==> config.mk <==
export PLATFORM = sky130hd
export DESIGN_NAME = lobm_cell
export DESIGN_NICKNAME = d
export VERILOG_FILES = /design/src/sv/lobm_pkg.sv /design/src/sv/lobm_cell.sv
export SDC_FILE = /design/constraint.sdc
export NUM_CORES = 1
export LEC_CHECK = 0
export BUFFER_PORTS_ARGS = -buffer_cell sky130_fd_sc_hd__buf_4
export CORE_AREA = 2 2 252 254
export DETAILED_ROUTE_END_ITERATION = 6
export DIE_AREA = 0 0 254 256
export GPL_TIMING_DRIVEN = 0
export HOLD_SLACK_MARGIN = 0.02
export SETUP_SLACK_MARGIN = 0.05
export SLEW_MARGIN = 10
export SYNTH_ARGS = -nofsm -noshare
export SYNTH_HDL_FRONTEND = slang
export SYNTH_SLANG_ARGS = --single-unit
==> constraint.sdc <==
create_clock -name i_clk -period 6.5 [get_ports i_clk]
set_clock_uncertainty 0.2 [all_clocks]
set_input_delay 0.325 -clock i_clk [delete_from_list [all_inputs] [get_ports i_clk]]
set_output_delay 0.325 -clock i_clk [all_outputs]
set_load 0.05 [all_outputs]
==> src/sv/lobm_pkg.sv <==
package lobm_pkg;

    // Fixed widths: slot index covers the largest book, sum covers 1024 full quantities.
    localparam int IDX_W = 10;
    localparam int SUM_W = 42;

    localparam logic KIND_ADD    = 1'b0;
    localparam logic KIND_CANCEL = 1'b1;

    localparam logic [1:0] TYPE_LIMIT  = 2'd0;
    localparam logic [1:0] TYPE_MARKET = 2'd1;
    localparam logic [1:0] TYPE_IOC    = 2'd2;
    localparam logic [1:0] TYPE_FOK    = 2'd3;

    localparam logic [3:0] ST_RESTED    = 4'd0;
    localparam logic [3:0] ST_FILLED    = 4'd1;
    localparam logic [3:0] ST_DROPPED   = 4'd2;
    localparam logic [3:0] ST_KILLED    = 4'd3;
    localparam logic [3:0] ST_DUPLICATE = 4'd4;
    localparam logic [3:0] ST_IGNORED   = 4'd5;
    localparam logic [3:0] ST_CANCELLED = 4'd6;
    localparam logic [3:0] ST_NOT_FOUND = 4'd7;
    localparam logic [3:0] ST_BOOK_FULL = 4'd8;

    localparam logic [1:0] WR_NONE   = 2'd0;
    localparam logic [1:0] WR_INSERT = 2'd1;
    localparam logic [1:0] WR_SETQTY = 2'd2;
    localparam logic [1:0] WR_CLEAR  = 2'd3;

    typedef struct packed {
        logic        kind;
        logic [31:0] order_id;
        logic        side;
        logic [1:0]  order_type;
        logic [31:0] limit_price;
        logic [31:0] order_qty;
    } t_req;

    typedef struct packed {
        logic        is_trade;
        logic [31:0] buyer_id;
        logic [31:0] seller_id;
        logic [31:0] trade_price;
        logic [31:0] trade_qty;
        logic [3:0]  status;
        logic        last;
    } t_res;

    // broadcast to every cell during a pass
    typedef struct packed {
        logic        side;
        logic        any_price;
        logic [31:0] limit;
        logic [31:0] id;
        logic [31:0] counter;
    } t_query;

    // slot update, applied by the cell whose index matches
    typedef struct packed {
        logic [1:0]       op;
        logic [IDX_W-1:0] idx;
        logic             side;
        logic [31:0]      price;
        logic [31:0]      qty;
        logic [31:0]      id;
        logic [31:0]      arrival;
    } t_wr;

    // running result handed from cell to cell
    typedef struct packed {
        logic             found;
        logic [IDX_W-1:0] best_idx;
        logic [31:0]      best_price;
        logic [31:0]      best_age;
        logic [31:0]      best_qty;
        logic [31:0]      best_id;
        logic             id_hit;
        logic [IDX_W-1:0] id_idx;
        logic             free_hit;
        logic [IDX_W-1:0] free_idx;
        logic [SUM_W-1:0] sum;
    } t_cand;

endpackage

==> src/sv/lobm_cell.sv <==
module lobm_cell #(
    parameter int CELL_IDX = 0
) (
    input  logic            i_clk,
    input  logic            i_rst_n,
    input  lobm_pkg::t_query i_query,
    input  lobm_pkg::t_wr   i_wr,
    input  lobm_pkg::t_cand i_cand,
    output lobm_pkg::t_cand o_cand
);
    import lobm_pkg::*;

    logic        r_valid;
    logic        r_side;
    logic [31:0] r_price;
    logic [31:0] r_qty;
    logic [31:0] r_id;
    logic [31:0] r_arrival;
    t_cand       r_cand;
    t_cand       n_cand;

    logic        w_sel;
    logic        w_ok;
    logic        w_better;
    logic [31:0] w_age;

    assign w_sel = (i_wr.idx == IDX_W'(CELL_IDX)) && (i_wr.op != WR_NONE);
    assign w_age = i_query.counter - r_arrival;

    always_comb begin
        w_ok = r_valid && (r_side != i_query.side) &&
               (i_query.any_price ||
                (i_query.side == 1'b0 ? (r_price <= i_query.limit)
                                      : (r_price >= i_query.limit)));
        if (!i_cand.found) begin
            w_better = 1'b1;
        end else if (r_price != i_cand.best_price) begin
            w_better = (i_query.side == 1'b0) ? (r_price < i_cand.best_price)
                                              : (r_price > i_cand.best_price);
        end else begin
            w_better = w_age > i_cand.best_age;
        end

        n_cand = i_cand;
        if (w_ok) begin
            n_cand.sum = i_cand.sum + SUM_W'(r_qty);
            if (w_better) begin
                n_cand.found      = 1'b1;
                n_cand.best_idx   = IDX_W'(CELL_IDX);
                n_cand.best_price = r_price;
                n_cand.best_age   = w_age;
                n_cand.best_qty   = r_qty;
                n_cand.best_id    = r_id;
            end
        end
        if (!i_cand.id_hit && r_valid && r_id == i_query.id) begin
            n_cand.id_hit = 1'b1;
            n_cand.id_idx = IDX_W'(CELL_IDX);
        end
        if (!i_cand.free_hit && !r_valid) begin
            n_cand.free_hit = 1'b1;
            n_cand.free_idx = IDX_W'(CELL_IDX);
        end
    end

    always_ff @(posedge i_clk) begin
        if (!i_rst_n) begin
            r_valid <= 1'b0;
        end else if (w_sel) begin
            case (i_wr.op)
                WR_INSERT: r_valid <= 1'b1;
                WR_SETQTY: r_valid <= (i_wr.qty != 32'd0);
                WR_CLEAR:  r_valid <= 1'b0;
                default:   r_valid <= r_valid;
            endcase
        end
    end

    always_ff @(posedge i_clk) begin
        if (w_sel && i_wr.op == WR_INSERT) begin
            r_side    <= i_wr.side;
            r_price   <= i_wr.price;
            r_id      <= i_wr.id;
            r_arrival <= i_wr.arrival;
        end
        if (w_sel && (i_wr.op == WR_INSERT || i_wr.op == WR_SETQTY)) begin
            r_qty <= i_wr.qty;
        end
        r_cand <= n_cand;
    end

    assign o_cand = r_cand;

endmodule

# --- After elaboration in Yosys (flattened, before gate mapping) ---
# Cells that the tools add are included.
word_totals:
  regBits: 333
  input_bits: 444
  out_inout_bits: 203
  word_cells: 56
op_classes:
  add_sub_neg: 2
  magnitude_cmp: 5
  eq_ne: 6
  muxes: 8
  reduce_logical: 18
ops:
  columns: ["cell", "count"]
  rows:
  - ["2-to-1 mux 139 bit", 2]
  - ["> comparator 32 bit", 2]
  - ["adder 42 x 32 -> 42 bit", 1]
  - ["2-to-1 mux 42 bit", 1]
  - ["== test 32 bit", 1]
  - [">= comparator 32 bit", 1]
  - ["less-or-equal comparator 32 bit", 1]
  - ["less-than comparator 32 bit", 1]
  - ["!= test 32 bit", 1]
  - ["nonzero test 32 bit", 1]
  - ["subtractor 32 bit", 1]
  - ["zero test 10 bit", 1]
  - ["logical AND 1 bit", 8]
  - ["== test 2 bit, second input constant", 2]
  - ["2-to-1 mux 1 bit", 4]
  - ["zero test 1 bit", 3]
  - ["one-hot mux 1 bit (3 select lines)", 1]
  - ["nonzero test 3 bit", 1]
  - ["== test 2 x 1 -> 1 bit, second input constant", 1]
  - ["logical OR 1 bit", 2]
  - ["AND reduction 2 bit", 1]
  - ["nonzero test 2 bit", 1]
  - ["!= test 1 bit", 1]

# --- Depth between registers and ports, before layout ---
logic_depth:
  depth_word: 6
  ltp_mapped: 26
  depth_no_buf: 24

# --- Least setup slack after synthesis ---
# Ideal clock, no wire load.
synth_path:
  path_type: "input -> register"
  startpoint: "in i_wr[139] (netlist name)"
  endpoint: "reg r_arrival[0], enable pin"
  setup_ns: 0.554
  arrival_time_ns: 4.922
  setup_slack_ns: 0.824
  stages: 5
  path_cell_list: "inv_1 > ha_1 > nor4_1 > nand3_1 > nor2_1"
synth_between:
  elab_chain_cells: 3
  word_cells_on_any_way: 4
  cone_classes: "eq/ne (1); reduce/logical (3)"
synth_lines:
  columns: ["element", "line", "rtl"]
  rows:
  - ["from (decl)", "lobm_cell.sv:7", "input lobm_pkg::t_wr i_wr,"]
  - ["nonzero test 2 bit", "lobm_cell.sv:27", "assign w_sel = (i_wr.idx == IDX_W'(CELL_IDX)) && (i_wr.op != WR_NONE);"]
  - ["logical AND 1 bit", "lobm_cell.sv:27", null]
  - ["logical AND 1 bit *", "lobm_cell.sv:80", "if (w_sel && i_wr.op == WR_INSERT) begin"]
  - ["to (signal assigned)", "lobm_cell.sv:84", "r_arrival <= i_wr.arrival;"]
  - ["to (decl)", "lobm_cell.sv:18", "logic [31:0] r_arrival;"]
# Mark *: on every way between the ends. The rest lies on a longest branch, timed or not.
# A chain may end at the register's enable or synchronous reset.

==> flow_summary_export.csv <==
group,metric,value,unit
routing,vias,15700,
setup_path,crit_start,"r_arrival[0]",
outcome,outcome,"finished, final reports clean",
synthesis,synth_flop_cell,"dfxtp_1",
synthesis,synth_top_area_frac,0.249,
synthesis,ys_seq_elements,333,
routing,antenna_left,0,
final_layout,final_cell_area,27200,sq um
setup_path,cp-end-kind,"flop",
setup_path,critPathBufInv,4,
global_route,antenna_found_initial,3,
sta,timing.hold.ws,0.0967,ns
final_layout,drive_above_1_share,0.330,
run,drv_cap,0,
place,postPlaceCellArea,22400,sq um
die,die_h,256,um
setup_path,ff2ff_setup_slack,0.31,ns
sta,period_share,0.952,
global_route,grt_pass1_vias,16700,
clock_tree,root_buffer,"clkbuf_16",
sta,fin_ws,0.311,ns
clock_tree,worstSkewPairLatency,0.56,ns
die,die_area,65000,sq um
clock_tree,cts_max_level,2,
die,die_x,254,um
setup_path,start_kind,"flop",
die,io-pin-count,647,
power,power_density,211,nW/um^2
synthesis,yosysSeqAreaShare,0.486,
synthesis,syn_nets,2128,
sta,fmax,162,MHz
global_route,grt_max_degree,29,
setup_path,critPathArrivalTime,6.42,ns
power,ir_drop,0.204,mV
die,core.rowCount,92,
sta,rsz0062_at_grt,"false",
clock_tree,cts_made_buffers,39,
setup_path,r2r_start,"r_arrival[0]",
routing,drtPass1Iterations,5,
min_path,hold_end,"o_cand[129]",
routing,wl_per_cell,20.0,um
setup_path,slowest_delay,0.73,ns
place,place_congestion,0.893,
clock_tree,clkSinkCount,333,
setup_path,path_class,"flop to flop",
setup_path,crit_top_cell,"a21o_1",
synthesis,ys_top_cells_by_area,"dfxtp_1 (25%), edfxtp_1 (24%), ha_1 (12%)",
die,core_region_area,62400,sq um
setup_path,crit_path_max_fanout,10,
sta,hold_viol,0,
power,leakage,12.2,nW
synthesis,synth_edf_count,129,
setup_path,crit_slowest_cell,"a2111oi_1",
clock_tree,clockBufferDepth,3,
clock_tree,cts_tree,"built",
global_route,grt_pass1_wl,99200,um
setup_path,critPathTopFamily,"compound AO/OA/AOI/OAI gates",
synthesis,yosysTopAreaCell,"dfxtp_1",
place,pre_cts_ws,0.0565,ns
synthesis,syn_avg_cell_area,10.8,sq um
synthesis,synth-async-reset-ratio,0,
final_layout,nets,3159,
routing,via_per_inst,4.58,
synthesis,yosysWarnings,0,
final_layout,n_fill_cell,5811,
sta,setup_viol,0,
place,io_buffers,646,
routing,wirelength,68700,um
synthesis,yosysUniqueCellTypes,65,
global_route,grtUsageTotal,0.203,
place,dp_hpwl,53500,um
global_route,grt_overflow,0,
synthesis,syn_area,16400,sq um
sta,max-slew-margin-rel,0.327,
routing,drc,0,
sta,tightest_slew,1.01,ns
synthesis,syn_inst,1519,
setup_path,required,6.73,ns
sta,min_period,6.19,ns
min_path,min_path_type,"primary input to flop",
min_path,worst_hold_path.num_cells,4,
setup_path,r2r_cells,25,
sta,drv_slew,0,
min_path,min_from,"i_query[1]",
die,start_util,0.262,
setup_path,r2r_end,"o_cand[128]",
routing,drt-initial-drc-count,642,
final_layout,syn2layout_area_growth,65.9,%
clock_tree,clk_pin_slew,0.06,ns
[per-layer routing]
layer / global-route usage / vias up / routed length [um]
met5: 0 / - / 24
met4: 0.105 / 4 / 3770
met3: 0.0457 / 162 / 4810
met2: 0.373 / 696 / 34600
met1: 0.216 / 7356 / 25500
li1: - / 7468 / -
[registers in the layout, summed over array words and instances (netlist names)]
name and count:
r_qty 32, r_arrival 32, r_valid 1, r_side 1
r_id 32, o_cand 203, r_price 32
[what timing repair did]
item / 4_1_cts / 5_1_grt
setup buffers: 0 / 0
gates resized for setup: 0 / 8
setup endpoints to repair: 0 / 11
endpoints found under the hold margin: 333 / 0
hold buffers: 339 / 0
[how the worst max path moves through the flow]
| stage | endpoint | depth (start not counted) |
|---|---|---|
| floorplan | r_arrival[0] | 5 |
| global placement | r_arrival[0] | 6 |
| detailed placement | o_cand[164] | 23 |
| CTS | o_cand[172] | 21 |
| global route | o_cand[128] | 24 |
| finish | o_cand[128] | 25 |
[worst register-to-register path: stages, from the launching register on]
cell and delay, ns:
edfxtp_1 0.38, ha_1 0.20, inv_1 0.07, fa_1 0.40
a21o_1 0.18, a21o_1 0.22, a21o_1 0.20, o31ai_1 0.35
nand2_1 0.15, nand3_1 0.11, nand2_1 0.06, xor2_1 0.25
ha_1 0.28, nand4_1 0.11, nor2_1 0.08, nand4_1 0.19
a21oi_1 0.08, a2111oi_1 0.73, o21ai_0 0.17, o311a_1 0.17
o21a_1 0.24, clkbuf_4 0.28, buf_2 0.24, nor2_1 0.11
a21oi_1 0.05, dlygate4sd3_1 0.58
[report_power, final]
group / total (mW) / switching (mW) / internal (mW)
combinational: 1.15 / 0.593 / 0.553
clock: 2.34 / 0.929 / 1.41
sequential: 2.26 / 0.0251 / 2.23
[synth_stat cells (all sizes together), types with 5 or more instances]
cell,number
inv,151
edfxtp,129
and3,7
a221oi,7
xnor2,72
and2,12
nor2b,34
a21o,39
nand2,103
clkbuf,12
o31ai,5
o21a,10
nand3,21
nand2b,10
o211ai,8
o21ai,101
and4,10
a21oi,89
a211oi,10
xor2,27
dfxtp,204
buf,20
mux2,101
nor4,15
ha,163
nand4,32
nor2,57
nor3,13
[through the flow]
| step | total power [mW] | util | TNS, ns | cells |
|---|---|---|---|---|
| after floorplan | 2.82 | - | 0 | 1519 |
| after CTS | 5.80 | 0.435 | 0 | 3427 |
| after detailed placement | 3.27 | 0.359 | 0 | 3016 |
| after global placement | 3.26 | 0.357 | -248.38 | 3011 |
| final | 5.74 | 0.435 | 0 | 3428 |
| after global routing | 5.95 | 0.435 | 0 | 3427 |
[area by class of cell]
cell class | instances | area, sq um | area share
clock buffer | 48 | 1060 | 0.0391
inverter | 151 | 567 | 0.0209
buffer | 32 | 171 | 0.00631
antenna | 1 | 2.50 | 0.0000922
clock inverter | 24 | 293 | 0.0108
timing repair buffer | 990 | 8340 | 0.307
multi-input combinational | 1003 | 7700 | 0.284
tap | 846 | 1060 | 0.0390
sequential | 333 | 7960 | 0.293
[cell usage in the layout, fill, tap and decap left out, drive strengths merged, types with 4 or more instances in the layout]
master       instances
mux2               101
bufinv               6
a211o                4
nand2b              10
xnor2               72
o31ai                5
dfxtp              204
clkbuf              61
nand3               21
o211ai               8
nand4               32
dlygate4sd3        339
nand2              103
a21boi               4
and4                10
and3                 7
inv                154
o21bai               4
nor2                57
edfxtp             129
nor2b               34
a21o                39
and2                12
nor4                15
a21oi               89
nor3                13
o221ai               4
a31o                 4
buf                670
xor2                27
a221oi               7
ha                 163
o21a                10
o21ai              101
clkinv              13
a211oi              10
[cell families after synthesis]
kind of cell             share of synthesized area
multiplexers                                0.0703
XOR/XNOR                                    0.0530
AO/OA/AOI/OAI                                0.120
flip-flops                                   0.486
adder cells (fa/ha/maj)                      0.127
buffers and inverters                       0.0448
AND/OR/NAND/NOR                             0.0989
Power figures use the tool's default switching activity.
